**src/rtl/erv_pkg.sv**
```systemverilog
`default_nettype none
// ----------------------------------------------------------------------------
// erv_pkg
// Shared types, widths and constants of the Euler-angle vector rotator.
// ----------------------------------------------------------------------------
package erv_pkg;

  localparam int CORDIC_STEPS = 24;

  // CORDIC start value: inverse gain * 2^30
  localparam logic signed [32:0] CORDIC_X0 = 33'sd652032874;

  typedef logic signed [17:0] trig_t;   // sin/cos, scale 2^16, [-65536, 65536]
  typedef logic signed [18:0] ent_t;    // matrix entry, signed Q2.16
  typedef ent_t mat_t [9];              // row-major 3x3

  typedef enum logic [1:0] {
    REG_YAW   = 2'd0,
    REG_PITCH = 2'd1,
    REG_ROLL  = 2'd2
  } cfg_reg_e;

  typedef struct packed {
    logic        start;
    logic [15:0] angle;
  } cordic_req_t;

  typedef struct packed {
    logic  done;
    trig_t sin;
    trig_t cos;
  } cordic_rsp_t;

  // atan(2^-i) in units of 2^32 per turn
  function automatic logic [29:0] atan_lut(input logic [4:0] i);
    logic [29:0] r;
    case (i)
      5'd0:  r = 30'd536870912;
      5'd1:  r = 30'd316933406;
      5'd2:  r = 30'd167458907;
      5'd3:  r = 30'd85004756;
      5'd4:  r = 30'd42667331;
      5'd5:  r = 30'd21354465;
      5'd6:  r = 30'd10679838;
      5'd7:  r = 30'd5340245;
      5'd8:  r = 30'd2670163;
      5'd9:  r = 30'd1335087;
      5'd10: r = 30'd667544;
      5'd11: r = 30'd333772;
      5'd12: r = 30'd166886;
      5'd13: r = 30'd83443;
      5'd14: r = 30'd41722;
      5'd15: r = 30'd20861;
      5'd16: r = 30'd10430;
      5'd17: r = 30'd5215;
      5'd18: r = 30'd2608;
      5'd19: r = 30'd1304;
      5'd20: r = 30'd652;
      5'd21: r = 30'd326;
      5'd22: r = 30'd163;
      5'd23: r = 30'd81;
      default: r = 30'd0;
    endcase
    return r;
  endfunction

endpackage
`default_nettype wire

```
**src/rtl/erv_cordic.sv**
```systemverilog
`default_nettype none
// ----------------------------------------------------------------------------
// erv_cordic
// Iterative rotation CORDIC: sine and cosine of a half angle, one step a cycle.
// ----------------------------------------------------------------------------
module erv_cordic import erv_pkg::*; (
  input  wire logic        clk_i,
  input  wire logic        rst_ni,
  input  wire cordic_req_t req_i,
  output cordic_rsp_t      rsp_o
);

  logic              busy_q, done_q, neg_q;
  logic [4:0]        it_q;
  logic signed [32:0] x_q, y_q;
  logic signed [33:0] z_q;

  logic [16:0]       p_fold;
  logic              neg_d;
  logic signed [32:0] xs, ys;
  logic signed [33:0] at;
  trig_t             c_r, s_r;

  // fold the half angle into [0, pi/2]
  always_comb begin
    p_fold = {1'b0, req_i.angle};
    neg_d  = p_fold > 17'd32768;
    if (neg_d) begin
      p_fold = 17'd65536 - p_fold;
    end
  end

  assign xs = x_q >>> it_q;
  assign ys = y_q >>> it_q;
  assign at = signed'({4'b0, atan_lut(it_q)});

  function automatic trig_t rnd_clamp(input logic signed [32:0] v);
    logic signed [33:0] t;
    logic signed [19:0] r;
    trig_t              o;
    t = 34'(v) + 34'sd8192;
    r = t[33:14];
    if (r > 20'sd65536) begin
      o = 18'sd65536;
    end else if (r < -20'sd65536) begin
      o = -18'sd65536;
    end else begin
      o = r[17:0];
    end
    return o;
  endfunction

  assign c_r = rnd_clamp(x_q);
  assign s_r = rnd_clamp(y_q);

  always_ff @(posedge clk_i or negedge rst_ni) begin
    if (!rst_ni) begin
      busy_q <= 1'b0;
      done_q <= 1'b0;
      it_q   <= '0;
    end else begin
      done_q <= 1'b0;
      if (req_i.start) begin
        busy_q <= 1'b1;
        it_q   <= '0;
      end else if (busy_q) begin
        if (it_q == 5'(CORDIC_STEPS - 1)) begin
          busy_q <= 1'b0;
          done_q <= 1'b1;
        end else begin
          it_q <= it_q + 5'd1;
        end
      end
    end
  end

  always_ff @(posedge clk_i) begin
    if (req_i.start) begin
      x_q   <= CORDIC_X0;
      y_q   <= '0;
      z_q   <= signed'({2'b0, p_fold, 15'b0});
      neg_q <= neg_d;
    end else if (busy_q) begin
      if (z_q >= 0) begin
        x_q <= x_q - ys;
        y_q <= y_q + xs;
        z_q <= z_q - at;
      end else begin
        x_q <= x_q + ys;
        y_q <= y_q - xs;
        z_q <= z_q + at;
      end
    end
  end

  assign rsp_o.done = done_q;
  assign rsp_o.sin  = s_r;
  assign rsp_o.cos  = neg_q ? -c_r : c_r;

endmodule
`default_nettype wire

```
**config.mk**
```make
export PLATFORM = sky130hd
export DESIGN_NAME = erv_cordic
export DESIGN_NICKNAME = d
export VERILOG_FILES = /design/src/rtl/erv_pkg.sv /design/src/rtl/erv_cordic.sv
export SDC_FILE = /design/constraint.sdc
export NUM_CORES = 1
export LEC_CHECK = 0
export BUFFER_PORTS_ARGS = -buffer_cell sky130_fd_sc_hd__buf_2
export CAP_MARGIN = 20
export CORE_MARGIN = 4
export CORE_UTILIZATION = 45
export DETAILED_ROUTE_END_ITERATION = 7
export PLACE_DENSITY = 0.65
export SLEW_MARGIN = 20
export SYNTH_ARGS = -nofsm -noshare
export SYNTH_HDL_FRONTEND = slang
export SYNTH_SLANG_ARGS = --single-unit
export TNS_END_PERCENT = 5
```
**constraint.sdc**
```tcl
create_clock -name clk_i -period 6.9 [get_ports clk_i]
set_clock_uncertainty 0.2 [all_clocks]
set_input_delay 0.69 -clock clk_i [delete_from_list [all_inputs] [get_ports clk_i]]
set_output_delay 0.69 -clock clk_i [all_outputs]
set_load 0.01 [all_outputs]
```
==> out/qor.log <==
qor: logic_synthesis.synth_top_area_cell sky130_fd_sc_hd__mux4_2
qor: power.power_density 585 nW/µm²
qor: critical_path.worst_setup_path_end_kind flip-flop
qor: grt.top_usage_layer met2
qor: finish.fin_cells 2883
qor: cts.cts.clk_slew.worst_paths 80 ps
qor: grt.gr-usage-all-layers 30.1%
qor: grt.antenna_found_initial 1
qor: logic_synthesis.yosys_register_bits 108
qor: placed_design.place.port_buffers 55
qor: drt.drcViolationCount 0
qor: critical_path.critical_path.startpoint_type flip-flop
qor: placed_design.placed_cells_incl_taps 2862
qor: placed_design.gpl.final_weighted_congestion 0.997
qor: floorplan.chipWidth 208 µm
qor: grt.number_of_global_route_vias_before_repair 17600
qor: grt.grt_max_degree 72
qor: floorplan.die_y 208 µm
qor: sta.post-route-period-util 97.6%
qor: cts.clock_path_buffers 2
qor: floorplan.die_area 43400 µm²
qor: worst_hold_path.hold-path-cell-count 2
qor: drt.drt_pre_antenna_iters 6
qor: finish.drive_above_1_share 15.8%
qor: cts.ctsRootBufferMaster sky130_fd_sc_hd__clkbuf_16
qor: critical_path.critical-path-max-stage-delay 550 ps
qor: placed_design.place.detailed.hpwl 52500 µm
qor: finish.insertedDiodeCount 0
qor: critical_path.timing.critical_path.required 6990 ps
qor: critical_path.worst-path-stages 25
qor: logic_synthesis.seq_area_frac_synth 13.2%
qor: drt.first_iter_violations 2145
qor: logic_synthesis.synthesized_netlist_net_count 2469
qor: logic_synthesis.yosys-top-cells-area sky130_fd_sc_hd__mux4_2 (9.3%), sky130_fd_sc_hd__dfxtp_1 (9.2%), sky130_fd_sc_hd__ha_1 (7.8%), sky130_fd_sc_hd__xnor2_1 (6.5%), sky130_fd_sc_hd__nand2_1 (5.0%)
qor: sta.fmaxAchievable 149 MHz
qor: floorplan.initial_core_util 45.5%
qor: critical_path.cpMaxStageDelayCell sky130_fd_sc_hd__mux4_2
qor: cts.tritoncts done
qor: logic_synthesis.synth-async-reset-ratio 6.48%
qor: placed_design.detailed_place.area 19300 µm²
qor: drt.num_vias 18900
qor: status.outcome complete, no violations
qor: logic_synthesis.number_of_unique_standard_cell_types_used_by_synthesis 97
qor: grt.global_route.overflow_total 0
qor: worst_hold_path.hold_path_class reg -> reg
qor: logic_synthesis.synth_top_flop_cell sky130_fd_sc_hd__dfxtp_1
qor: sta.hold_viol_final 0
qor: drt.post_drt_wl_per_cell 23.7 µm
qor: critical_path.cell_class_contributing_the_biggest_share_of_worst_path_delay compound AO/OA/AOI/OAI gates
qor: finish.syn_to_final_growth 9.04%
qor: logic_synthesis.syn_area_per_cell 7.74 µm²
qor: drt.finalWirelength 68400 µm
qor: floorplan.placementRows 73
qor: sta.worst-slew-pin-transition 1000 ps
qor: grt.grt.met1_usage 42.4%
qor: drt.viasPerCell 6.56
qor: floorplan.core_outline_area 39700 µm²
qor: critical_path.worstRegToRegCells 25
qor: logic_synthesis.synth-warning-count 0
qor: logic_synthesis.syn-instance-count 2334
qor: critical_path.worst-path-buf-inv 4
qor: cts.tritoncts.num_buffers 9
qor: flow_run.maxCapViolations 0
qor: sta.slew_viol_final 0
qor: cts.cts_max_level 3
qor: finish.num-fill-cells 3897
qor: logic_synthesis.synth_top_area_share 9.35%
qor: logic_synthesis.mappedNetlistArea 18100 µm²
qor: finish.multi_input_comb_area 14800 µm²
qor: critical_path.timing.critical_path.fanout_max 41
qor: grt.grt_pass1_wl 104000 µm
qor: sta.fin_hold_ws 273 ps
qor: grt.met2_usage 46.3%
qor: finish.seq_area 2390 µm²
qor: sta.final_period_minus_worst_setup_slack 6730 ps
qor: power.total_leakage_power 8.02 nW
qor: sta.rsz0062_at_grt yes
qor: power.irDropWorstVdd 0.337 mV
qor: grt.grt.met3_usage 5.17%
qor: sta.slew_headroom 32.8%
qor: logic_synthesis.synth_edf_count 18
qor: sta.setup_viol 0
qor: floorplan.top_level_ports 56
qor: cts.clk_latency 390 ps
qor: finish.fin_nets 2488
qor: drt.route.antenna.remaining_nets 0
qor: finish.post-route-cell-area 19700 µm²
qor: critical_path.ws_path_type reg -> reg
qor: cts.clkSinkCount 108
qor: critical_path.critPathArrivalTime 6830 ps
-- cells by family (layout without fill, tap and decap cells) --
kind of cell,after synthesis,after routing,share of synthesized area [%]
multiplexers,204,204,17.2
XOR/XNOR,231,231,11.2
flip-flops,108,108,13.2
buffers and inverters,231,255,5.37
AO/OA/AOI/OAI,669,669,24.7
AND/OR/NAND/NOR,775,775,20.3
adder cells (fa/ha/maj),116,116,8.16
-- registers in the layout, summed over array words and instances, names as in the netlist --
signal / cells
neg_q: 1
y_q: 33
done_q: 1
x_q: 33
it_q: 5
busy_q: 1
z_q: 34
-- worst paths after layout --
path	startpoint	end	slack [ps]
setup / recovery	it_q[0]$_DFFE_PN0P_	y_q[32]$_SDFFE_PP0P_	170
setup reg to reg	it_q[0]$_DFFE_PN0P_	y_q[32]$_SDFFE_PP0P_	170
min in group asynchronous	rst_ni	done_q$_DFF_PN0_	490
hold reg to reg	z_q[7]$_SDFFE_PP0P_	z_q[7]$_SDFFE_PP0P_	270
hold / removal	z_q[7]$_SDFFE_PP0P_	z_q[7]$_SDFFE_PP0P_	270
max in group asynchronous	rst_ni	it_q[0]$_DFFE_PN0P_	5770
-- power breakdown --
part | internal [mW] | switching (mW)
clock network | 0.251 | 0.291
registers | 0.967 | 0.456
logic | 4.19 | 5.37
total | 5.41 | 6.11
-- repair_timing --
item                                    in CTS  in global routing
hold endpoints to repair                     7                  0
gates resized for setup                      0                 18
pin swaps                                    1                  3
endpoints found under the setup margin       5                 19
hold buffers                                 1                  0
setup buffers                                3                  1
-- routing by layer --
metal / up-vias / share of wire (%)
met5: - / 0.020
met4: 2 / 4.0
met3: 156 / 9.1
met2: 954 / 44
met1: 9100 / 43
li1: 8702 / -
-- per-stage QoR --
| step | TNS (ps) | worst slack, ps | power (mW) | utilization, % |
|---|---|---|---|---|
| floorplan | 0 | 17.7 | 8.41 | - |
| global placement | -42.3 | -42.3 | 10.5 | 48.5 |
| detailed placement | -186 | -149 | 10.7 | 48.5 |
| CTS | 0 | 7.31 | 11.3 | 49.3 |
| global route | -137 | -72.7 | 12.5 | 49.6 |
| finish | 0 | 168 | 11.5 | 49.6 |
-- layout make-up --
class,count,share of cell area (%)
Clock buffer,9,1.14
Clock inverter,7,0.298
Inverter,62,1.19
Multi-Input combinational cell,1995,75.3
Sequential cell,108,12.1
Tap cell,525,3.33
Timing Repair Buffer,177,6.64
-- cell usage in the layout (no fill, tap or decap), types with 18 or more instances in the layout --
master / netlist / layout
sky130_fd_sc_hd__ha_1: 113 / 113
sky130_fd_sc_hd__nand3_1: 64 / 64
sky130_fd_sc_hd__o21ai_0: 143 / 142
sky130_fd_sc_hd__buf_2: 21 / 55
sky130_fd_sc_hd__nand2_1: 243 / 243
sky130_fd_sc_hd__xor2_1: 97 / 97
sky130_fd_sc_hd__o22ai_1: 37 / 37
sky130_fd_sc_hd__nand2b_1: 36 / 36
sky130_fd_sc_hd__o31ai_1: 34 / 34
sky130_fd_sc_hd__and2_1: 19 / 19
sky130_fd_sc_hd__a31oi_1: 25 / 25
sky130_fd_sc_hd__or3_1: 22 / 22
sky130_fd_sc_hd__mux2i_1: 82 / 80
sky130_fd_sc_hd__dfxtp_1: 83 / 82
sky130_fd_sc_hd__edfxtp_1: 18 / 18
sky130_fd_sc_hd__xnor2_1: 134 / 134
sky130_fd_sc_hd__inv_1: 56 / 56
sky130_fd_sc_hd__mux2_2: 40 / 40
sky130_fd_sc_hd__nor2_1: 210 / 208
sky130_fd_sc_hd__a21o_1: 45 / 45
sky130_fd_sc_hd__nor2b_1: 34 / 34
sky130_fd_sc_hd__a21oi_1: 145 / 144
sky130_fd_sc_hd__nor3_1: 47 / 44
sky130_fd_sc_hd__buf_4: 5 / 111
sky130_fd_sc_hd__a211oi_1: 35 / 35
sky130_fd_sc_hd__nand4_1: 18 / 18
sky130_fd_sc_hd__mux4_2: 75 / 75
-- synth_stat cells (17+ instances only) --
master,count
sky130_fd_sc_hd__nand2_1,243
sky130_fd_sc_hd__nor2_1,210
sky130_fd_sc_hd__a21oi_1,145
sky130_fd_sc_hd__o21ai_0,143
sky130_fd_sc_hd__xnor2_1,134
sky130_fd_sc_hd__ha_1,113
sky130_fd_sc_hd__clkbuf_1,107
sky130_fd_sc_hd__xor2_1,97
sky130_fd_sc_hd__dfxtp_1,83
sky130_fd_sc_hd__mux2i_1,82
sky130_fd_sc_hd__mux4_2,75
sky130_fd_sc_hd__nand3_1,64
sky130_fd_sc_hd__inv_1,56
sky130_fd_sc_hd__nor3_1,47
sky130_fd_sc_hd__a21o_1,45
sky130_fd_sc_hd__mux2_2,40
sky130_fd_sc_hd__o22ai_1,37
sky130_fd_sc_hd__nand2b_1,36
sky130_fd_sc_hd__a211oi_1,35
sky130_fd_sc_hd__nor2b_1,34
sky130_fd_sc_hd__o31ai_1,34
sky130_fd_sc_hd__buf_1,29
sky130_fd_sc_hd__a31oi_1,25
sky130_fd_sc_hd__or3_1,22
sky130_fd_sc_hd__buf_2,21
sky130_fd_sc_hd__and2_1,19
sky130_fd_sc_hd__edfxtp_1,18
sky130_fd_sc_hd__nand4_1,18
sky130_fd_sc_hd__and3_1,17
sky130_fd_sc_hd__or2_2,17
-- tightest hold or removal path, stage by stage, from the launching register on --
cell	delay, ps
sky130_fd_sc_hd__dfxtp_1	320
sky130_fd_sc_hd__nand2_1	50
sky130_fd_sc_hd__o21ai_0	60
Note: power is estimated with default switching activity, not from simulation.
