==> src/rtl/erv_pkg.sv <==
`default_nettype none
// ----------------------------------------------------------------------------
// erv_pkg
// Shared types, widths and constants of the Euler-angle vector rotator.
// ----------------------------------------------------------------------------
package erv_pkg;

  localparam int CORDIC_STEPS = 24;

  // CORDIC start value: inverse gain * 2^30
  localparam logic signed [32:0] CORDIC_X0 = 33'sd652032874;

  typedef logic signed [17:0] trig_t;   // sin/cos, scale 2^16, [-65536, 65536]
  typedef logic signed [18:0] ent_t;    // matrix entry, signed Q2.16
  typedef ent_t mat_t [9];              // row-major 3x3

  typedef enum logic [1:0] {
    REG_YAW   = 2'd0,
    REG_PITCH = 2'd1,
    REG_ROLL  = 2'd2
  } cfg_reg_e;

  typedef struct packed {
    logic        start;
    logic [15:0] angle;
  } cordic_req_t;

  typedef struct packed {
    logic  done;
    trig_t sin;
    trig_t cos;
  } cordic_rsp_t;

  // atan(2^-i) in units of 2^32 per turn
  function automatic logic [29:0] atan_lut(input logic [4:0] i);
    logic [29:0] r;
    case (i)
      5'd0:  r = 30'd536870912;
      5'd1:  r = 30'd316933406;
      5'd2:  r = 30'd167458907;
      5'd3:  r = 30'd85004756;
      5'd4:  r = 30'd42667331;
      5'd5:  r = 30'd21354465;
      5'd6:  r = 30'd10679838;
      5'd7:  r = 30'd5340245;
      5'd8:  r = 30'd2670163;
      5'd9:  r = 30'd1335087;
      5'd10: r = 30'd667544;
      5'd11: r = 30'd333772;
      5'd12: r = 30'd166886;
      5'd13: r = 30'd83443;
      5'd14: r = 30'd41722;
      5'd15: r = 30'd20861;
      5'd16: r = 30'd10430;
      5'd17: r = 30'd5215;
      5'd18: r = 30'd2608;
      5'd19: r = 30'd1304;
      5'd20: r = 30'd652;
      5'd21: r = 30'd326;
      5'd22: r = 30'd163;
      5'd23: r = 30'd81;
      default: r = 30'd0;
    endcase
    return r;
  endfunction

endpackage
`default_nettype wire

==> src/rtl/erv_mat_build.sv <==
`default_nettype none
// ----------------------------------------------------------------------------
// erv_mat_build
// Sequencer that turns the three angles into the rotation matrix: CORDIC runs,
// quaternion and matrix products on one shared multiplier, then entries.
// ----------------------------------------------------------------------------
module erv_mat_build import erv_pkg::*; (
  input  wire logic        clk_i,
  input  wire logic        rst_ni,
  input  wire logic        restart_i,
  input  wire logic [15:0] yaw_i,
  input  wire logic [15:0] pitch_i,
  input  wire logic [15:0] roll_i,
  output cordic_req_t      creq_o,
  input  wire cordic_rsp_t crsp_i,
  output mat_t             mat_o,
  output logic             mat_ok_o
);

  typedef enum logic [2:0] {ST_KICK, ST_WAIT, ST_MUL, ST_ENT, ST_DONE} state_e;

  typedef enum logic [4:0] {
    OP_CGCB, OP_SGSB, OP_SGCB, OP_CGSB,
    OP_Q0A, OP_Q0B, OP_Q1A, OP_Q1B, OP_Q2A, OP_Q2B, OP_Q3A, OP_Q3B,
    OP_P22, OP_P33, OP_P12, OP_P03, OP_P02, OP_P13, OP_P11, OP_P01, OP_P23
  } op_e;

  state_e state_q;
  logic [1:0] k_q;
  op_e        op_q;
  logic       ph_q;
  logic [3:0] e_q;

  trig_t s_q [3];
  trig_t c_q [3];
  logic signed [35:0] t_q [4];
  logic signed [50:0] acc_q;
  logic signed [18:0] q_q [4];
  logic signed [37:0] pp_q [9];
  logic signed [54:0] prod_q;
  mat_t m_q;

  logic signed [35:0] mul_a;
  logic signed [18:0] mul_b;
  logic signed [51:0] qsum, qrnd;
  logic signed [37:0] pa, pb;
  logic               e_neg, e_diag;
  logic signed [39:0] esum;
  logic signed [41:0] ev, et;
  logic signed [25:0] er;
  ent_t               ent;

  // shared multiplier operands; yaw = 0, pitch = 1, roll = 2
  always_comb begin
    mul_a = '0;
    mul_b = '0;
    case (op_q)
      OP_CGCB: begin mul_a = 36'(c_q[2]); mul_b = 19'(c_q[1]); end
      OP_SGSB: begin mul_a = 36'(s_q[2]); mul_b = 19'(s_q[1]); end
      OP_SGCB: begin mul_a = 36'(s_q[2]); mul_b = 19'(c_q[1]); end
      OP_CGSB: begin mul_a = 36'(c_q[2]); mul_b = 19'(s_q[1]); end
      OP_Q0A:  begin mul_a = t_q[0]; mul_b = 19'(c_q[0]); end
      OP_Q0B:  begin mul_a = t_q[1]; mul_b = 19'(s_q[0]); end
      OP_Q1A:  begin mul_a = t_q[2]; mul_b = 19'(c_q[0]); end
      OP_Q1B:  begin mul_a = t_q[3]; mul_b = 19'(s_q[0]); end
      OP_Q2A:  begin mul_a = t_q[3]; mul_b = 19'(c_q[0]); end
      OP_Q2B:  begin mul_a = t_q[2]; mul_b = 19'(s_q[0]); end
      OP_Q3A:  begin mul_a = t_q[0]; mul_b = 19'(s_q[0]); end
      OP_Q3B:  begin mul_a = t_q[1]; mul_b = 19'(c_q[0]); end
      OP_P22:  begin mul_a = 36'(q_q[2]); mul_b = q_q[2]; end
      OP_P33:  begin mul_a = 36'(q_q[3]); mul_b = q_q[3]; end
      OP_P12:  begin mul_a = 36'(q_q[1]); mul_b = q_q[2]; end
      OP_P03:  begin mul_a = 36'(q_q[0]); mul_b = q_q[3]; end
      OP_P02:  begin mul_a = 36'(q_q[0]); mul_b = q_q[2]; end
      OP_P13:  begin mul_a = 36'(q_q[1]); mul_b = q_q[3]; end
      OP_P11:  begin mul_a = 36'(q_q[1]); mul_b = q_q[1]; end
      OP_P01:  begin mul_a = 36'(q_q[0]); mul_b = q_q[1]; end
      OP_P23:  begin mul_a = 36'(q_q[2]); mul_b = q_q[3]; end
      default: begin mul_a = '0; mul_b = '0; end
    endcase
  end

  // second half of a quaternion term, round half up from scale 2^48
  always_comb begin
    if (op_q == OP_Q1B || op_q == OP_Q3B) begin
      qsum = 52'(acc_q) - 52'(signed'(prod_q[50:0]));
    end else begin
      qsum = 52'(acc_q) + 52'(signed'(prod_q[50:0]));
    end
    qrnd = qsum + 52'sd2147483648;
  end

  // matrix entry e: pp index 0 q2q2, 1 q3q3, 2 q1q2, 3 q0q3, 4 q0q2,
  // 5 q1q3, 6 q1q1, 7 q0q1, 8 q2q3
  always_comb begin
    pa = pp_q[0]; pb = pp_q[1]; e_neg = 1'b0; e_diag = 1'b1;
    case (e_q)
      4'd0: begin pa = pp_q[0]; pb = pp_q[1]; e_neg = 1'b0; e_diag = 1'b1; end
      4'd1: begin pa = pp_q[2]; pb = pp_q[3]; e_neg = 1'b1; e_diag = 1'b0; end
      4'd2: begin pa = pp_q[4]; pb = pp_q[5]; e_neg = 1'b0; e_diag = 1'b0; end
      4'd3: begin pa = pp_q[2]; pb = pp_q[3]; e_neg = 1'b0; e_diag = 1'b0; end
      4'd4: begin pa = pp_q[6]; pb = pp_q[1]; e_neg = 1'b0; e_diag = 1'b1; end
      4'd5: begin pa = pp_q[8]; pb = pp_q[7]; e_neg = 1'b1; e_diag = 1'b0; end
      4'd6: begin pa = pp_q[5]; pb = pp_q[4]; e_neg = 1'b1; e_diag = 1'b0; end
      4'd7: begin pa = pp_q[7]; pb = pp_q[8]; e_neg = 1'b0; e_diag = 1'b0; end
      4'd8: begin pa = pp_q[6]; pb = pp_q[0]; e_neg = 1'b0; e_diag = 1'b1; end
      default: begin pa = pp_q[0]; pb = pp_q[1]; e_neg = 1'b0; e_diag = 1'b1; end
    endcase
    esum = e_neg ? (40'(pa) - 40'(pb)) : (40'(pa) + 40'(pb));
    ev   = e_diag ? (42'sd4294967296 - {esum[39], esum, 1'b0})
                  : {esum[39], esum, 1'b0};
    et   = ev + 42'sd32768;
    er   = et[41:16];
    if (er > 26'sd262143) begin
      ent = 19'sd262143;
    end else if (er < -26'sd262144) begin
      ent = -19'sd262144;
    end else begin
      ent = er[18:0];
    end
  end

  always_ff @(posedge clk_i or negedge rst_ni) begin
    if (!rst_ni) begin
      state_q <= ST_KICK;
      k_q     <= '0;
      op_q    <= OP_CGCB;
      ph_q    <= 1'b0;
      e_q     <= '0;
    end else if (restart_i) begin
      state_q <= ST_KICK;
      k_q     <= '0;
    end else begin
      case (state_q)
        ST_KICK: state_q <= ST_WAIT;
        ST_WAIT: begin
          if (crsp_i.done) begin
            if (k_q == 2'd2) begin
              state_q <= ST_MUL;
              op_q    <= OP_CGCB;
              ph_q    <= 1'b0;
            end else begin
              k_q     <= k_q + 2'd1;
              state_q <= ST_KICK;
            end
          end
        end
        ST_MUL: begin
          ph_q <= ~ph_q;
          if (ph_q) begin
            if (op_q == OP_P23) begin
              state_q <= ST_ENT;
              e_q     <= '0;
            end else begin
              op_q <= op_e'(op_q + 5'd1);
            end
          end
        end
        ST_ENT: begin
          if (e_q == 4'd8) begin
            state_q <= ST_DONE;
          end else begin
            e_q <= e_q + 4'd1;
          end
        end
        ST_DONE: state_q <= ST_DONE;
        default: state_q <= ST_KICK;
      endcase
    end
  end

  always_ff @(posedge clk_i) begin
    if (state_q == ST_WAIT && crsp_i.done) begin
      s_q[k_q] <= crsp_i.sin;
      c_q[k_q] <= crsp_i.cos;
    end
    if (state_q == ST_MUL && !ph_q) begin
      prod_q <= mul_a * mul_b;
    end
    if (state_q == ST_MUL && ph_q) begin
      case (op_q)
        OP_CGCB: t_q[0] <= prod_q[35:0];
        OP_SGSB: t_q[1] <= prod_q[35:0];
        OP_SGCB: t_q[2] <= prod_q[35:0];
        OP_CGSB: t_q[3] <= prod_q[35:0];
        OP_Q0A, OP_Q1A, OP_Q2A, OP_Q3A: acc_q <= prod_q[50:0];
        OP_Q0B: q_q[0] <= qrnd[50:32];
        OP_Q1B: q_q[1] <= qrnd[50:32];
        OP_Q2B: q_q[2] <= qrnd[50:32];
        OP_Q3B: q_q[3] <= qrnd[50:32];
        OP_P22: pp_q[0] <= prod_q[37:0];
        OP_P33: pp_q[1] <= prod_q[37:0];
        OP_P12: pp_q[2] <= prod_q[37:0];
        OP_P03: pp_q[3] <= prod_q[37:0];
        OP_P02: pp_q[4] <= prod_q[37:0];
        OP_P13: pp_q[5] <= prod_q[37:0];
        OP_P11: pp_q[6] <= prod_q[37:0];
        OP_P01: pp_q[7] <= prod_q[37:0];
        OP_P23: pp_q[8] <= prod_q[37:0];
        default: acc_q <= acc_q;
      endcase
    end
    if (state_q == ST_ENT) begin
      m_q[e_q] <= ent;
    end
  end

  always_comb begin
    creq_o.start = (state_q == ST_KICK) && !restart_i;
    case (k_q)
      2'd0:    creq_o.angle = yaw_i;
      2'd1:    creq_o.angle = pitch_i;
      default: creq_o.angle = roll_i;
    endcase
  end

  assign mat_o    = m_q;
  assign mat_ok_o = (state_q == ST_DONE);

endmodule
`default_nettype wire

==> config.mk <==
export PLATFORM = sky130hd
export DESIGN_NAME = erv_mat_build
export DESIGN_NICKNAME = d
export VERILOG_FILES = /design/src/rtl/erv_pkg.sv /design/src/rtl/erv_mat_build.sv
export SDC_FILE = /design/constraint.sdc
export NUM_CORES = 2
export LEC_CHECK = 0
export BUFFER_PORTS_ARGS = -buffer_cell sky130_fd_sc_hd__buf_2
export CAP_MARGIN = 40
export CORE_MARGIN = 2
export CORE_UTILIZATION = 35
export CTS_BUF_LIST = sky130_fd_sc_hd__clkbuf_4
export CTS_CLUSTER_SIZE = 14
export DETAILED_ROUTE_END_ITERATION = 7
export MAX_ROUTING_LAYER = met4
export PLACE_DENSITY = 0.53
export SYNTH_ARGS = -nofsm -noshare
export SYNTH_HDL_FRONTEND = slang
export SYNTH_SLANG_ARGS = --single-unit
==> constraint.sdc <==
create_clock -name clk_i -period 17.2 [get_ports clk_i]
set_input_delay 0 -clock clk_i [delete_from_list [all_inputs] [get_ports clk_i]]
set_output_delay 0 -clock clk_i [all_outputs]
set_load 0.03 [all_outputs]
==> results.sh <==
export IMPL_status="finished clean"
export IMPL_synth_async_reset_ratio_pct=1.57
export IMPL_synthTopCellsByCount="943 x edfxtp_1, 699 x nand2_1, 634 x inv_1"
export IMPL_synth_net_count=6445
export IMPL_synthDistinctLibCells=109
export IMPL_drtPass1Iterations=8
export IMPL_rsz0062_at_grt="no"
export IMPL_stdcell_count=8678
export IMPL_post_cts_buffers=0
export IMPL_htreeDepth=5
export IMPL_dp_cells=8140
export IMPL_grt_ovfl_total=0
export IMPL_grt_usage_pct=21.3
export IMPL_drv_slew=0
export IMPL_worstSetupPathType="flop to flop"
export IMPL_start_util_pct=35.2
export IMPL_skew_ns=0.178
export IMPL_synth_ff_type="edfxtp_1"
export IMPL_portBuffers=276
export IMPL_crit_path_frequent_cell="inv_1"
export IMPL_die_x_um=433
export IMPL_post_route_period_util_pct=60.8
export IMPL_synth_edf_count=943
export IMPL_yosysMostFrequentCell="edfxtp_1"
export IMPL_rows=157
export IMPL_flow_area_growth_from_synthesis_pct=14.4
export IMPL_final_antenna_net_count=0
export IMPL_ioPinCount=277
export IMPL_clock_fmax_mhz=95.6
export IMPL_vias=46155
export IMPL_cp_max_fo=20
export IMPL_drtIter0Drc=4485
export IMPL_synth_area_top_cells="edfxtp_1 44%, fa_1 19%, ha_1 4.7%"
export IMPL_wirelength_um=193000
export IMPL_hpwlAfterDp_um=137000
export IMPL_worstPathRequired_ns=18.16
export IMPL_grt_pass1_vias=47731
export IMPL_synthesis_area_um2=64300
export IMPL_avgRoutedWirePerCell_um=22.3
export IMPL_dp_slack_ns=6.86
export IMPL_antenna_found_initial=2
export IMPL_netlist_instances=5490
export IMPL_relSlewSlack_pct=35.2
export IMPL_grt_max_degree=53
export IMPL_synth_seq_cells=958
export IMPL_synth_area_per_cell_um2=11.7
export IMPL_root_buffer="clkbuf_4"
export IMPL_drc=0
export IMPL_core_area_um2=183000
export IMPL_yosysTopAreaCellShare_pct=44.0
export IMPL_die_area_um2=187000
export IMPL_ys_warn_count=0
export IMPL_drive_above_1_share_pct=15.4
export IMPL_cp_arrival_ns=11.42
export IMPL_setup_slack_ns=6.74
export IMPL_cts_sinks=958
export IMPL_setup_tns_ns=0
export IMPL_seq_area_frac_synth_pct=44.6
export IMPL_clock_path_buffers=4
export IMPL_routed_via_density=5.32
export IMPL_tightestPinTransition_ns=0.969
export IMPL_clk_pin_slew_ns=0.06
export IMPL_setup_violations_final=0
export IMPL_cts_resized=0
export IMPL_grt_pass1_wl_um=294000
export IMPL_start_kind="flop"
export IMPL_die_y_um=433
export IMPL_drv_cap=0
export IMPL_final_hold_viol_count=0
export IMPL_yosys_area_top_type="edfxtp_1"
export IMPL_slowest_delay_ns=0.75
export IMPL_crit_slowest_cell="dfrtp_1"
export IMPL_nets=7009
export IMPL_cts_tree="yes"
export IMPL_clk_latency_ns=1.23
export IMPL_hold_class="input port to flop"
export IMPL_end_kind="flop"
export IMPL_gp_congestion=0.878
export IMPL_numCtsBuffers=275
export IMPL_period_needed_ns=10.46
## cell families after synthesis
kind of cell	after synthesis	synth area share, %
mux	21	0.342
simple gates	1509	10.9
compound gates	1008	11.4
flops	958	44.6
buf+inv	885	5.23
fa+ha+maj	867	24.2
xor+xnor	242	3.35
## routing by layer
layer	global-route usage (%)	part of all wire, %	wire length (um)	vias up
met3	3.91	7.3	14100	321
met2	34.2	47	91600	1951
met4	5.81	2.3	4540	0
met1	27.7	43	83200	23345
li1	-	-	-	20538
met5	-	0	0	-
## area by class of cell
type	count	area [um^2]
fill	17546	109000
multi-input combinational	3647	32400
sequential	958	28700
timing repair buffer	537	3820
tap	2464	3080
clock buffer	376	2820
inverter	635	2380
clock inverter	53	267
antenna	8	20.0
## cell usage in the layout, fill, tap and decap left out, types with 66 or more instances in the layout
cell | Yosys | routed
a21oi_1 | 192 | 188
a22oi_1 | 259 | 259
buf_2 | 14 | 282
buf_4 | 1 | 119
clkbuf_4 | 0 | 376
dlygate4sd3_1 | 0 | 100
edfxtp_1 | 943 | 943
fa_1 | 626 | 626
ha_1 | 241 | 241
inv_1 | 634 | 634
nand2_1 | 699 | 697
nand3_1 | 136 | 136
nor2_1 | 260 | 251
nor2b_1 | 66 | 66
o21ai_0 | 109 | 109
xnor2_1 | 143 | 143
xor2_1 | 95 | 95
## through the flow
stage          hold slack, ns  instance area [um^2]  utilization [%]
2_1_floorplan          -0.296                 64300                -
3_3_place_gp          -0.0623                 68800             37.6
3_5_place_dp          -0.0678                 69400             38.0
4_1_cts              0.000317                 73500             40.2
5_1_grt                0.0414                 73500             40.2
6_report                0.130                 73500             40.2
## what timing repair did
action | CTS | global route
hold buffers | 100 | 0
endpoints found under the setup margin | 0 | 0
hold endpoints to repair | 246 | 0
## sequential cells by signal, indices dropped and copies added (netlist names)
signal,cells
s_q,54
k_q,2
t_q,144
prod_q,51
pp_q,342
ph_q,1
op_q,5
state_q,3
acc_q,51
mat_o,171
e_q,4
q_q,76
c_q,54
## critical path, delay by kind of cell, from the launching register on
family	cells	cell delay (ns)
AO/OA/AOI/OAI	10	2.04
multiplexers	1	0.28
buffers and inverters	10	1.46
flip-flops	1	0.75
adder cells (fa/ha/maj)	8	3.57
AND/OR/NAND/NOR	10	2.11
## path summary, 6_finish.rpt
path | endpoint | cells after the start | slack (ns) | startpoint
worst max-delay path | prod_q[48] | 39 | 6.74 | op_q[4]
worst min-delay path | s_q[0][9] | 3 | 0.13 | crsp_i[27]
worst max register to register | prod_q[48] | 39 | 6.74 | op_q[4]
worst min register to register | k_q[1] | 2 | 0.57 | k_q[1]
max in group asynchronous | e_q[0] | 4 | 16.21 | rst_ni
min in group asynchronous | e_q[2] | 4 | 0.44 | rst_ni
Power is not shown: default switching activity piles up to over one toggle a cycle in this logic, so the estimate is an artifact.
